## src/rtl/core/qvc_pkg.sv

```systemverilog
package qvc_pkg;

  localparam int COORD_WIDTH  = 20;
  localparam int CORNER_COUNT = 4;
  localparam int FRAC_BITS    = 4;
  localparam int ONE_TEXEL_SQ = 1 << (2 * FRAC_BITS);

  localparam int CFG_IDX_W  = 2;
  localparam int CFG_DATA_W = 16;
  localparam int SQ_W       = 2 * CFG_DATA_W;

  localparam logic [CFG_IDX_W-1:0] CFG_MIN_CORNER_SINE  = CFG_IDX_W'(0);
  localparam logic [CFG_IDX_W-1:0] CFG_STEEP_EDGE_RATIO = CFG_IDX_W'(1);

  localparam logic [CFG_DATA_W-1:0] MIN_CORNER_SINE_RST  = CFG_DATA_W'(3277);
  localparam logic [CFG_DATA_W-1:0] STEEP_EDGE_RATIO_RST = CFG_DATA_W'(768);

  localparam int EXTENT_W = 17;
  localparam logic [EXTENT_W-1:0] EXTENT_MAX = '1;
  localparam longint EXT_LIM = ((longint'(EXTENT_MAX) + 1) << FRAC_BITS) - 8;
  localparam logic [63:0] EXT_LIM_SQ = 64'(EXT_LIM * EXT_LIM);

  localparam int MUL_CHUNK = 24;
  localparam int MUL_LAT   = 2;

  localparam int SQRT_BITS      = 22;
  localparam int SQRT_PER_STAGE = 2;
  localparam int SQRT_STEPS     = SQRT_BITS / SQRT_PER_STAGE;
  localparam int SQRT_REM_W     = 2 * SQRT_BITS;
  localparam int SQRT_LAT       = SQRT_STEPS + 1;

  typedef enum logic [2:0] {
    VERDICT_USABLE,
    VERDICT_COLLAPSED,
    VERDICT_COLLINEAR,
    VERDICT_CROSSING,
    VERDICT_MIRRORED
  } verdict_e;

  typedef struct packed {
    logic signed [COORD_WIDTH-1:0] top_left_x;
    logic signed [COORD_WIDTH-1:0] top_left_y;
    logic signed [COORD_WIDTH-1:0] top_right_x;
    logic signed [COORD_WIDTH-1:0] top_right_y;
    logic signed [COORD_WIDTH-1:0] bottom_right_x;
    logic signed [COORD_WIDTH-1:0] bottom_right_y;
    logic signed [COORD_WIDTH-1:0] bottom_left_x;
    logic signed [COORD_WIDTH-1:0] bottom_left_y;
  } quad_in_t;

  typedef struct packed {
    verdict_e              verdict;
    logic [EXTENT_W-1:0]   extent_width;
    logic [EXTENT_W-1:0]   extent_height;
    logic                  steep;
  } quad_out_t;

endpackage

```

## src/rtl/core/qvc_mul.sv

```systemverilog
module qvc_mul #(
  parameter int AW = 32,
  parameter int BW = 32
) (
  input  logic             clk_i,
  input  logic             en_i,
  input  logic [AW-1:0]    a_i,
  input  logic [BW-1:0]    b_i,
  output logic [AW+BW-1:0] p_o
);
  import qvc_pkg::*;

  localparam int CH = MUL_CHUNK;
  localparam int NA = (AW + CH - 1) / CH;
  localparam int NB = (BW + CH - 1) / CH;
  localparam int PW = AW + BW;

  logic [NA*CH-1:0] a_ext;
  logic [NB*CH-1:0] b_ext;
  logic [2*CH-1:0]  pp_q [NA][NB];
  logic [PW-1:0]    sum_d;

  always_comb begin
    a_ext = '0;
    b_ext = '0;
    a_ext[AW-1:0] = a_i;
    b_ext[BW-1:0] = b_i;
  end

  // partial products, one chunk pair each
  always_ff @(posedge clk_i) begin
    if (en_i) begin
      for (int i = 0; i < NA; i++) begin
        for (int j = 0; j < NB; j++) begin
          pp_q[i][j] <= a_ext[i*CH +: CH] * b_ext[j*CH +: CH];
        end
      end
    end
  end

  always_comb begin
    sum_d = '0;
    for (int i = 0; i < NA; i++) begin
      for (int j = 0; j < NB; j++) begin
        sum_d = sum_d + (PW'(pp_q[i][j]) << ((i + j) * CH));
      end
    end
  end

  always_ff @(posedge clk_i) begin
    if (en_i) begin
      p_o <= sum_d;
    end
  end

endmodule

```

## config.mk

```make
export PLATFORM = sky130hd
export DESIGN_NAME = qvc_mul
export DESIGN_NICKNAME = d
export VERILOG_FILES = /design/src/rtl/core/qvc_pkg.sv /design/src/rtl/core/qvc_mul.sv
export SDC_FILE = /design/constraint.sdc
export NUM_CORES = 2
export LEC_CHECK = 0
export BUFFER_PORTS_ARGS = -buffer_cell sky130_fd_sc_hd__buf_4
export CELL_PAD_IN_SITES_DETAIL_PLACEMENT = 0
export CELL_PAD_IN_SITES_GLOBAL_PLACEMENT = 2
export CORE_MARGIN = 5
export CORE_UTILIZATION = 46
export CTS_CLUSTER_DIAMETER = 50
export DETAILED_ROUTE_END_ITERATION = 8
export GPL_TIMING_DRIVEN = 1
export PLACE_DENSITY = 0.9
export SKIP_LAST_GASP = 1
export SYNTH_ARGS = -nofsm -noshare
export SYNTH_HDL_FRONTEND = slang
export SYNTH_SLANG_ARGS = --single-unit
```

## constraint.sdc

```tcl
create_clock -name clk_i -period 13.6 [get_ports clk_i]
set_input_delay 3.4 -clock clk_i [delete_from_list [all_inputs] [get_ports clk_i]]
set_output_delay 3.4 -clock clk_i [all_outputs]
set_load 0.005 [all_outputs]
```

==> key figures <==
Setup path
  – Crit Path Class: input port to flop
  – Endpoint arrival time on the critical path: 10.51 ns
  – Worst-path maximum fanout: 32
  – CP Data Required Time: between 10 and 15 ns
  – Crit start category: input port
  – Worst setup startpoint: a_i[13]
  – Sort of element at the end of the critical path: flop
  – Cells on worst reg2reg path: 14
  – Register-to-register setup slack: 9.37 ns
  – Reg-to-reg endpoint: p_o[61]$_DFFE_PP_
  – Launch instance of the worst register-to-register path: pp_q[0][1]$_DFFE_PP_

Route
  – Remaining number of nets flagged by the antenna check after routing: 0
  – Vias after detailed routing: 27,812
  – First-pass DRT Iterations: 4
  – Starting DRT DRC Count: 1,280
  – Avg WL per Cell: 19.7 µm
  – Vias per inst: about 5.2
  – WL final: around 100,000 µm
  – DRC violation count after routing: 0

Layout
  – P&R area growth vs syn: 5.80%
  – Share of cells above drive strength 1: 4.35%
  – FF/Latch Area: 5770 µm²
  – Multi-input gate area in the final layout: roughly 31,000 µm²
  – Filler cells: about 8,400
  – Diode count: 0
  – Total number of nets in the final design: between 5,000 and 6,000

STA
  – Final count of hold timing violations: 0
  – Slew Limit Fails: 0
  – Setup repair after global routing missed its margin: no
  – Worst hold slack across all endpoints: 0.414 ns
  – TNS Setup: 0 ns
  – Actual slew at the worst max-slew pin: 0.925 ns
  – Headroom to the max-slew limit: 38.4%
  – Number of failing setup endpoints in the final timing report: 0
  – Tmin final: 10.27 ns
  – Worst Clk Skew: a little over 0.02 ns
  – FMAX: 97.3 MHz
  – Final period util: 75.5%

Floorplan
  – Vertical die dimension: 306 µm
  – Horizontal extent of the die: 306 µm
  – Die Outline Area: 93,700 µm²
  – Number of placement rows: 108
  – Standard cell core area: 86,900 µm²
  – Count of pins on the block boundary: 130
  – Initial Utilization: 46.4%

Clock tree
  – Buffer levels on the longest clock path: 2
  – Clock root buffer: clkbuf_16
  – H-tree depth: 4
  – Post-CTS Hold Fix Bufs: 0
  – Worst-Skew Late Latency: roughly 0.5 ns
  – CTS buffer count: 17
  – Clock edge transition at the registers on the reported setup and hold paths: 0.09 ns
  – CTS tree: yes
  – Number of gates resized after CTS: 0
  – Clock tree sinks: 192
  – Setup Fix Bufs, Post-CTS: 0

Global route
  – Initial antenna violation count: 2
  – Global Route Usage Sum: 23.0%
  – Wire length of the first global-routing pass: about 170,000 µm
  – Total grt overflow: 0
  – Pin count of the biggest net entering global routing: 71
  – Vias in the first global route: 30,548

Yosys
  – Share of synthesized flip-flops with an asynchronous set or reset: 0%
  – Average size of a mapped cell: 9.61 µm²
  – Yosys Warn Count: 0
  – Most frequent cells after synthesis: 846 x inv_1, 815 x fa_1, 605 x nand2_1
  – Biggest area consumer among synthesized cells: fa_1
  – Number of enable flip-flop cells after synthesis: approximately 190
  – Portion of synthesized cell area occupied by the leading cell type: about 40%
  – Largest cells by area after synthesis: fa_1 40%, edfxtp_1 14%, ha_1 11%, inv_1 7.9%, and2_1 7.7%
  – Flip-flop and latch count after synthesis: 192
  – Sequential-to-total area share from yosys stat: 14.3%
  – Top_reg_cell synth: edfxtp_1
  – Count of mapped cells out of synthesis: 4,197
  – Distinct cell type count of the synthesized netlist: 63
  – Post-Synthesis Cell Area: ~40,000 µm²
  – Cell with the most instances after synthesis: inv_1
  – Net Count, Synth: about 5,400

Job
  – Number of max-cap violations: 0

Hold path
  – Hold path depth: 0
  – Hold crit path type: flop to flop
  – Origin of the worst min-delay path: pp_q[0][43]$_DFFE_PP_
  – Hold-critical path endpoint: p_o[11]$_DFFE_PP_

Placed design
  – Final Wtd Congestion: 0.848
  – DP Wirelength: slightly below 80,000 µm
  – Quantity of I/O buffers inserted on ports: 129

Status
  – Run status: finished, final reports clean
==> worst max-delay path by stage <==
stage                             to  slack (ns)  cells past startpoint
2_1_floorplan  pp_q[0][78]$_DFFE_PP_        3.52                     24
3_3_place_gp   pp_q[0][78]$_DFFE_PP_        2.95                     24
3_5_place_dp   pp_q[0][78]$_DFFE_PP_        2.89                     24
4_1_cts        pp_q[0][78]$_DFFE_PP_        3.41                     24
5_1_grt        pp_q[0][78]$_DFFE_PP_        3.04                     27
6_report       pp_q[0][79]$_DFFE_PP_        3.33                     27
==> cells in the final DEF (no fill, tap or decap), types with 8 or more instances in the layout <==
cell	n
a21o_1	67
a21oi_1	128
a31oi_1	11
and2_1	495
and3_1	14
buf_4	131
clkbuf_16	17
edfxtp_1	192
fa_1	815
ha_1	346
inv_1	846
nand2_1	605
nand2b_1	16
nand3_1	24
nand4_1	8
nor2_1	58
nor2b_1	23
nor3_1	20
o21a_1	13
o21ai_0	51
o21ai_1	18
o21bai_1	24
xnor2_1	103
xor2_1	40
==> final cells by class <==
| type | instances | share of cell area (%) |
|---|---|---|
| Timing Repair Buffer | 132 | 2.34 |
| Clock buffer | 17 | 0.997 |
| Multi-Input combinational cell | 2962 | 71.8 |
| Inverter | 846 | 7.44 |
| Sequential cell | 192 | 13.5 |
| Clock inverter | 15 | 0.493 |
| Tap cell | 1155 | 3.39 |
==> kinds of logic (layout without fill, tap and decap cells) <==
group	Yosys count	in the layout	synth area share [%]
buffers and inverters	1043	1010	9.71
AOI/OAI and AO/OA	373	373	5.95
and+or+nand+nor	1285	1285	15.7
adders and majority gates	1161	1161	51.2
xor gates and xnor gates	143	143	3.11
DFF	192	192	14.3
==> sequential cells by signal, summed over array words and instances, names as in the netlist <==
name and count:
pp_q 128, p_o 64
==> through the flow <==
step | instances | instance area [µm²] | setup slack [ns] | utilization [%]
4_1_cts | 5319 | 42700 | 3.41 | 49.1
2_1_floorplan | 4197 | 40300 | 3.52 | -
5_1_grt | 5319 | 42700 | 3.04 | 49.1
6_report | 5319 | 42700 | 3.33 | 49.1
3_3_place_gp | 5287 | 42000 | 2.95 | 48.4
3_5_place_dp | 5287 | 42000 | 2.89 | 48.4
==> per-layer routing <==
layer / share of wire (%) / up-vias / GRT usage [%]
li1: - / 12611 / -
met1: 40 / 14485 / 28.6
met2: 53 / 573 / 42.2
met3: 4.0 / 141 / 2.71
met4: 3.2 / 2 / 7.07
met5: 0.012 / - / 0
==> critical path, cell delays in order <==
cell,delay (ns)
buf_4,0.43
nand2_1,0.16
fa_1,0.55
inv_1,0.05
fa_1,0.48
inv_1,0.06
fa_1,0.53
inv_1,0.06
fa_1,0.51
inv_1,0.06
fa_1,0.53
inv_1,0.05
fa_1,0.47
inv_1,0.05
fa_1,0.49
inv_1,0.05
ha_1,0.33
a21oi_1,0.18
o21ai_1,0.09
a21oi_1,0.16
o21ai_0,0.09
a41oi_1,0.51
o21ai_2,0.21
a41oi_1,0.51
or3_1,0.23
a311oi_2,0.11
xnor2_1,0.15
Power is not shown: default switching activity piles up to over one toggle a cycle in this logic, so the estimate is an artifact.
