<file path="src/rtl/core/qvc_pkg.sv">
package qvc_pkg;

  localparam int COORD_WIDTH  = 20;
  localparam int CORNER_COUNT = 4;
  localparam int FRAC_BITS    = 4;
  localparam int ONE_TEXEL_SQ = 1 << (2 * FRAC_BITS);

  localparam int CFG_IDX_W  = 2;
  localparam int CFG_DATA_W = 16;
  localparam int SQ_W       = 2 * CFG_DATA_W;

  localparam logic [CFG_IDX_W-1:0] CFG_MIN_CORNER_SINE  = CFG_IDX_W'(0);
  localparam logic [CFG_IDX_W-1:0] CFG_STEEP_EDGE_RATIO = CFG_IDX_W'(1);

  localparam logic [CFG_DATA_W-1:0] MIN_CORNER_SINE_RST  = CFG_DATA_W'(3277);
  localparam logic [CFG_DATA_W-1:0] STEEP_EDGE_RATIO_RST = CFG_DATA_W'(768);

  localparam int EXTENT_W = 17;
  localparam logic [EXTENT_W-1:0] EXTENT_MAX = '1;
  localparam longint EXT_LIM = ((longint'(EXTENT_MAX) + 1) << FRAC_BITS) - 8;
  localparam logic [63:0] EXT_LIM_SQ = 64'(EXT_LIM * EXT_LIM);

  localparam int MUL_CHUNK = 24;
  localparam int MUL_LAT   = 2;

  localparam int SQRT_BITS      = 22;
  localparam int SQRT_PER_STAGE = 2;
  localparam int SQRT_STEPS     = SQRT_BITS / SQRT_PER_STAGE;
  localparam int SQRT_REM_W     = 2 * SQRT_BITS;
  localparam int SQRT_LAT       = SQRT_STEPS + 1;

  typedef enum logic [2:0] {
    VERDICT_USABLE,
    VERDICT_COLLAPSED,
    VERDICT_COLLINEAR,
    VERDICT_CROSSING,
    VERDICT_MIRRORED
  } verdict_e;

  typedef struct packed {
    logic signed [COORD_WIDTH-1:0] top_left_x;
    logic signed [COORD_WIDTH-1:0] top_left_y;
    logic signed [COORD_WIDTH-1:0] top_right_x;
    logic signed [COORD_WIDTH-1:0] top_right_y;
    logic signed [COORD_WIDTH-1:0] bottom_right_x;
    logic signed [COORD_WIDTH-1:0] bottom_right_y;
    logic signed [COORD_WIDTH-1:0] bottom_left_x;
    logic signed [COORD_WIDTH-1:0] bottom_left_y;
  } quad_in_t;

  typedef struct packed {
    verdict_e              verdict;
    logic [EXTENT_W-1:0]   extent_width;
    logic [EXTENT_W-1:0]   extent_height;
    logic                  steep;
  } quad_out_t;

endpackage

</file>
<file path="src/rtl/core/qvc_sqrt.sv">
module qvc_sqrt #(
  parameter int DW = 41
) (
  input  logic                         clk_i,
  input  logic                         en_i,
  input  logic [DW-1:0]                d_i,
  output logic [qvc_pkg::EXTENT_W-1:0] ext_o
);
  import qvc_pkg::*;

  localparam int RB = SQRT_BITS;
  localparam int RW = SQRT_REM_W;
  localparam int NS = SQRT_STEPS;
  localparam int PS = SQRT_PER_STAGE;
  localparam int CW = (DW > 64) ? DW : 64;

  logic          sat_d;
  logic          sat_q  [NS];
  logic [RW-1:0] rem_q  [NS];
  logic [RB-1:0] root_q [NS];
  logic [RW-1:0] rem_d  [NS];
  logic [RB-1:0] root_d [NS];
  logic [RB:0]   rnd_d;
  logic [RB:0]   n_d;
  logic [EXTENT_W-1:0] ext_d;

  assign sat_d = CW'(d_i) >= CW'(EXT_LIM_SQ);

  // restoring square root, two result bits per stage
  always_comb begin
    logic [RW-1:0] r;
    logic [RB-1:0] o;
    logic [RW-1:0] tr;
    int            b;
    for (int k = 0; k < NS; k++) begin
      r = rem_q[k];
      o = root_q[k];
      for (int j = 0; j < PS; j++) begin
        b  = RB - 1 - k * PS - j;
        tr = (RW'(o) << (b + 1)) + (RW'(1) << (2 * b));
        if (r >= tr) begin
          r = r - tr;
          o = o | (RB'(1) << b);
        end
      end
      rem_d[k]  = r;
      root_d[k] = o;
    end
  end

  // round half up to whole texels, floor of one, saturate
  always_comb begin
    rnd_d = (RB + 1)'(root_d[NS-1]) + (RB + 1)'(1 << (FRAC_BITS - 1));
    n_d   = rnd_d >> FRAC_BITS;
    if (sat_q[NS-1] || n_d > (RB + 1)'(EXTENT_MAX)) begin
      ext_d = EXTENT_MAX;
    end else if (n_d == '0) begin
      ext_d = EXTENT_W'(1);
    end else begin
      ext_d = n_d[EXTENT_W-1:0];
    end
  end

  always_ff @(posedge clk_i) begin
    if (en_i) begin
      sat_q[0]  <= sat_d;
      rem_q[0]  <= sat_d ? '0 : RW'(d_i);
      root_q[0] <= '0;
      for (int k = 0; k < NS - 1; k++) begin
        sat_q[k+1]  <= sat_q[k];
        rem_q[k+1]  <= rem_d[k];
        root_q[k+1] <= root_d[k];
      end
      ext_o <= ext_d;
    end
  end

endmodule

</file>
<file path="config.mk">
export PLATFORM = sky130hd
export DESIGN_NAME = qvc_sqrt
export DESIGN_NICKNAME = d
export VERILOG_FILES = /design/src/rtl/core/qvc_pkg.sv /design/src/rtl/core/qvc_sqrt.sv
export SDC_FILE = /design/constraint.sdc
export NUM_CORES = 1
export LEC_CHECK = 0
export BUFFER_PORTS_ARGS = -buffer_cell sky130_fd_sc_hd__buf_4
export CORE_ASPECT_RATIO = 1.75
export CORE_UTILIZATION = 50
export DETAILED_ROUTE_END_ITERATION = 8
export PLACE_DENSITY_LB_ADDON = 0.1
export SYNTH_ARGS = -nofsm -noshare
export SYNTH_HDL_FRONTEND = slang
export SYNTH_SLANG_ARGS = --single-unit
export TNS_END_PERCENT = 30
</file>
<file path="constraint.sdc">
create_clock -name clk_i -period 5.9 [get_ports clk_i]
set_clock_uncertainty 0.1 [all_clocks]
set_input_delay 1.18 -clock clk_i [delete_from_list [all_inputs] [get_ports clk_i]]
set_output_delay 1.18 -clock clk_i [all_outputs]
set_load 0.02 [all_outputs]
</file>
==> metrics.md <==
| Metric | Value |
|---|---|
| Result of the run | complete, no violations |
| Nets | approximately 3600 |
| Die Span Y | around 340 um |
| WS Path Type | flip-flop to flip-flop |
| Iteration-0 DRC Markers | just under 1000 |
| CP Data Required Time | ~6200 ps |
| Mean routed wirelength per cell | around 22 um |
| TritonCTS Sinks | ~550 |
| Placed cell count | approximately 4100 |
| Number of antenna violations at the first check in global routing | 2 |
| Power Density | around 360 nW/um^2 |
| DRC errors left | 0 |
| Count of antenna-violating nets left after detailed routing | 0 |
| CP Capture Type | flip-flop |
| Syn avg cell area | 10.8 um^2 |
| Kind of start point of the critical path | flip-flop |
| Pin count of the biggest net entering global routing | between 100 and 150 |
| Fraction of synthesis flops using an asynchronous set or reset pin | 0 |
| Distinct cells, synth | 87 |
| Total wirelength of the detailed-routed design | 90.1 mm |
| Most instantiated library cell after synthesis | sky130_fd_sc_hd__edfxtp_1 |
| CTS clock-pin slew for the worst setup and hold paths | 70 ps |
| Synthesized instance count | 2999 |
| Leakage | between 10 and 15 nW |
| Starting density of the core | 0.509 |
| Slew HR | 0.410 |
| Overall via count from detail_route | about 24000 |
| Clk_lat worst skew | 650 ps |
| Top cell types by occurrence after synthesis | 551 x sky130_fd_sc_hd__edfxtp_1, 255 x sky130_fd_sc_hd__nor2_1, 216 x sky130_fd_sc_hd__a21oi_1 |
| First-pass GRT wire length | between 100 and 150 mm |
| Post-Route Setup TNS | 0 ps |
| Highest fanout seen on the critical path | 8 |
| Max stage delay on crit path | ~560 ps |
| Maximum ir drop on the vdd rail | just over 0.3 mV |
| Synth warnings | 0 |
| I/O pins | 60 |
| Proportion of synthesized chip area in sequential cells | 0.512 |
| CORE AREA | about 64000 um^2 |
| Launch point of the worst hold path | root_q[4][19] |
| Final Max Tran Viols | 0 |
| #FFs+latches synth | 551 |
| CTS hold repair buffers | 0 |
| Worst min-delay path category | flip-flop to flip-flop |
| Dominant cells by area after synthesis | sky130_fd_sc_hd__edfxtp_1 51%, sky130_fd_sc_hd__ha_1 7.5%, sky130_fd_sc_hd__xnor2_1 4.9%, sky130_fd_sc_hd__a21oi_1 3.3%, sky130_fd_sc_hd__nor2_1 3.0% |
| Cell taking the most area after synthesis | sky130_fd_sc_hd__edfxtp_1 |
| Hpwl dp | slightly above 70 mm |
| Fraction of synthesized cell area taken by the top area cell type | 0.512 |
| Time the final worst path needs with I/O delays and setup | around 5800 ps |
| TritonCTS clock tree | yes |
| Cell depth of the worst hold path | 0 |
| Critical Path Slowest Stage Cell | sky130_fd_sc_hd__or4_4 |
| Critical-path cell list | inv_1 -> ha_4 -> nand2_1 -> or4_4 -> or4_4 -> a31oi_2 -> nand2b_4 -> buf_6 -> buf_12 -> nor2_1 -> a21oi_2 -> ha_1 -> inv_1 -> o31ai_1 -> a21oi_1 -> o21a_1 -> o31a_1 -> a211o_1 -> a21oi_1 -> or3_4 -> a311oi_4 -> or4b_4 -> xnor2_1 |
| Clock buffer depth | 3 |
| Non-filler cells in the finished layout | ~4200 |
| H-tree depth | 2 |
| Vias per std cell | roughly 5.9 |
| 1st-pass router iterations | 5 |
| End of the worst hold path | root_q[5][19] |
| Highest achievable clock rate | around 170 MHz |
| Clock Root Buffer | sky130_fd_sc_hd__clkbuf_16 |
| Area Growth Syn to Fin | 16.2% |
| Post-synth EDFFs | 551 |
| Clock buffers created by TritonCTS | approximately 50 |
| Max-capacitance violation count | 0 |
| GPL Wtd Cong | about 0.99 |
| Register-to-register setup slack | between 100 and 150 ps |
| Launching point of the worst reg2reg path | root_q[7][19] |
| Total routing resource utilization after global routing | 0.275 |
| Number of global-route vias before repair | roughly 26000 |
| Area of the die | 65700 um^2 |
| Number of hold violations in the final report | 0 |
| Number of I/O port buffers | between 50 and 60 |
| Diode insertion count for antenna repair | 0 |
| Final critical-path share of the clock period | 0.979 |
| Final setup violation count | 0 |
| Final global-route overflow total | 0 |
| Most used DFF post-synth | sky130_fd_sc_hd__edfxtp_1 |
| Fill cell total of the finished layout | around 5400 |
| Actual slew at the worst max-slew pin | between 800 and 900 ps |
| Worst endpoint data arrival time | 6080 ps |
| Endpoint of the most critical register-to-register path | rem_q[8][39] |
| Number of cells on the worst reg-to-reg path | 23 |
| Post-synthesis instance area | about 32000 um^2 |
| Horizontal die dimension | 194 um |
| Number of standard-cell rows in the floorplan | approximately 120 |
| Fraction of final layout cells with drive strength greater than 1 | 0.149 |
[critical path, delay by kind of cell, from the launching register on]
family | cells | cell delay, ps
adder cells (fa/ha/maj) | 2 | 580
XOR/XNOR | 1 | 140
AND/OR/NAND/NOR | 7 | 2250
flip-flops | 1 | 360
AO/OA/AOI/OAI | 9 | 1620
buffers and inverters | 4 | 460
[layout by cell type (no fill, tap or decap), types with 12 or more instances in the layout]
| cell type | synthesis | final |
|---|---|---|
| sky130_fd_sc_hd__a211oi_1 | 24 | 24 |
| sky130_fd_sc_hd__a21o_1 | 62 | 62 |
| sky130_fd_sc_hd__a21oi_1 | 216 | 213 |
| sky130_fd_sc_hd__a31oi_1 | 21 | 21 |
| sky130_fd_sc_hd__and2_1 | 21 | 20 |
| sky130_fd_sc_hd__and3_1 | 28 | 28 |
| sky130_fd_sc_hd__and4_1 | 13 | 13 |
| sky130_fd_sc_hd__buf_4 | 0 | 326 |
| sky130_fd_sc_hd__clkbuf_16 | 0 | 51 |
| sky130_fd_sc_hd__clkinv_2 | 0 | 12 |
| sky130_fd_sc_hd__edfxtp_1 | 551 | 551 |
| sky130_fd_sc_hd__ha_1 | 194 | 191 |
| sky130_fd_sc_hd__inv_1 | 174 | 174 |
| sky130_fd_sc_hd__mux2_1 | 19 | 19 |
| sky130_fd_sc_hd__mux2i_1 | 12 | 12 |
| sky130_fd_sc_hd__nand2_1 | 196 | 196 |
| sky130_fd_sc_hd__nand2b_1 | 33 | 32 |
| sky130_fd_sc_hd__nand3_1 | 91 | 90 |
| sky130_fd_sc_hd__nand4_1 | 51 | 51 |
| sky130_fd_sc_hd__nand4b_1 | 14 | 14 |
| sky130_fd_sc_hd__nor2_1 | 255 | 254 |
| sky130_fd_sc_hd__nor2b_1 | 31 | 31 |
| sky130_fd_sc_hd__nor3_1 | 91 | 90 |
| sky130_fd_sc_hd__nor4_1 | 80 | 78 |
| sky130_fd_sc_hd__nor4b_1 | 13 | 12 |
| sky130_fd_sc_hd__o211ai_1 | 15 | 15 |
| sky130_fd_sc_hd__o21a_1 | 31 | 31 |
| sky130_fd_sc_hd__o21ai_0 | 124 | 123 |
| sky130_fd_sc_hd__o21ai_1 | 13 | 12 |
| sky130_fd_sc_hd__o21bai_1 | 17 | 17 |
| sky130_fd_sc_hd__o31ai_1 | 26 | 24 |
| sky130_fd_sc_hd__or2_2 | 19 | 19 |
| sky130_fd_sc_hd__or3_1 | 30 | 29 |
| sky130_fd_sc_hd__or4_1 | 20 | 20 |
| sky130_fd_sc_hd__xnor2_1 | 179 | 179 |
| sky130_fd_sc_hd__xor2_1 | 81 | 81 |
[kinds of logic (layout without fill, tap and decap cells)]
family                     count (synthesis)  in the layout  synth area share
muxes                                     42             42            0.0142
buffers and inverters                    256            609            0.0299
other                                      1              2          0.000116
AOI/OAI and AO/OA                        672            672             0.135
DFF                                      551            551             0.512
adders and majority gates                194            194            0.0751
and+or+nand+nor                         1023           1023             0.163
xor gates and xnor gates                 260            260            0.0705
[registers in the layout (all words and copies together) (netlist names)]
signal / flops
ext_o: 17
root_q: 99
rem_q: 435
[layer usage]
layer / global-route usage / vias up / share of wire
met5: 0 / - / 0.00010
met4: 0.266 / 2 / 0.11
met3: 0.0311 / 327 / 0.025
li1: - / 11913 / -
met1: 0.195 / 11655 / 0.28
met2: 0.580 / 553 / 0.59
[report_power, final]
part	switching (mW)	internal (mW)
logic	2.61	2.02
registers	0.415	5.04
clock network	1.50	1.87
[what timing repair did]
item                       4_1_cts  5_1_grt
gates resized for setup          1       24
hold endpoints to repair         0        0
cloned                           0        0
buffers inserted                 0        2
setup endpoints to repair        1       39
pin swaps                        0        4
[area by class of cell]
class	count	area, um^2	area share
Sequential cell	551	16500	0.441
Multi-Input combinational cell	2193	14900	0.397
Timing Repair Buffer	338	2670	0.0712
Clock buffer	56	1290	0.0345
Tap cell	806	1010	0.0269
Inverter	180	676	0.0180
Clock inverter	35	419	0.0112
[how the worst max path moves through the flow]
stage,from,to,slack (ps),depth (start not counted)
3_5_place_dp,root_q[7][19],rem_q[8][39],8,21
4_1_cts,root_q[7][19],rem_q[8][39],30,23
3_3_place_gp,rem_q[4][0],rem_q[5][31],110,21
6_report,root_q[7][19],rem_q[8][39],130,23
5_1_grt,rem_q[7][27],rem_q[8][39],-10,22
2_1_floorplan,rem_q[7][25],rem_q[8][39],30,23
[through the flow]
step                      utilization  cell area [um^2]  hold WS [ps]  setup slack [ps]  power [mW]
after detailed placement        0.562             35700           305              7.61        10.1
after global routing            0.591             37500           324             -11.9        14.2
after floorplan                     -             32300           300              33.6        8.44
final                           0.591             37500           306               126        13.5
after global placement          0.562             35700           301               109        9.99
after CTS                       0.589             37400           303              29.1        13.5
Note: power is estimated with default switching activity, not from simulation.
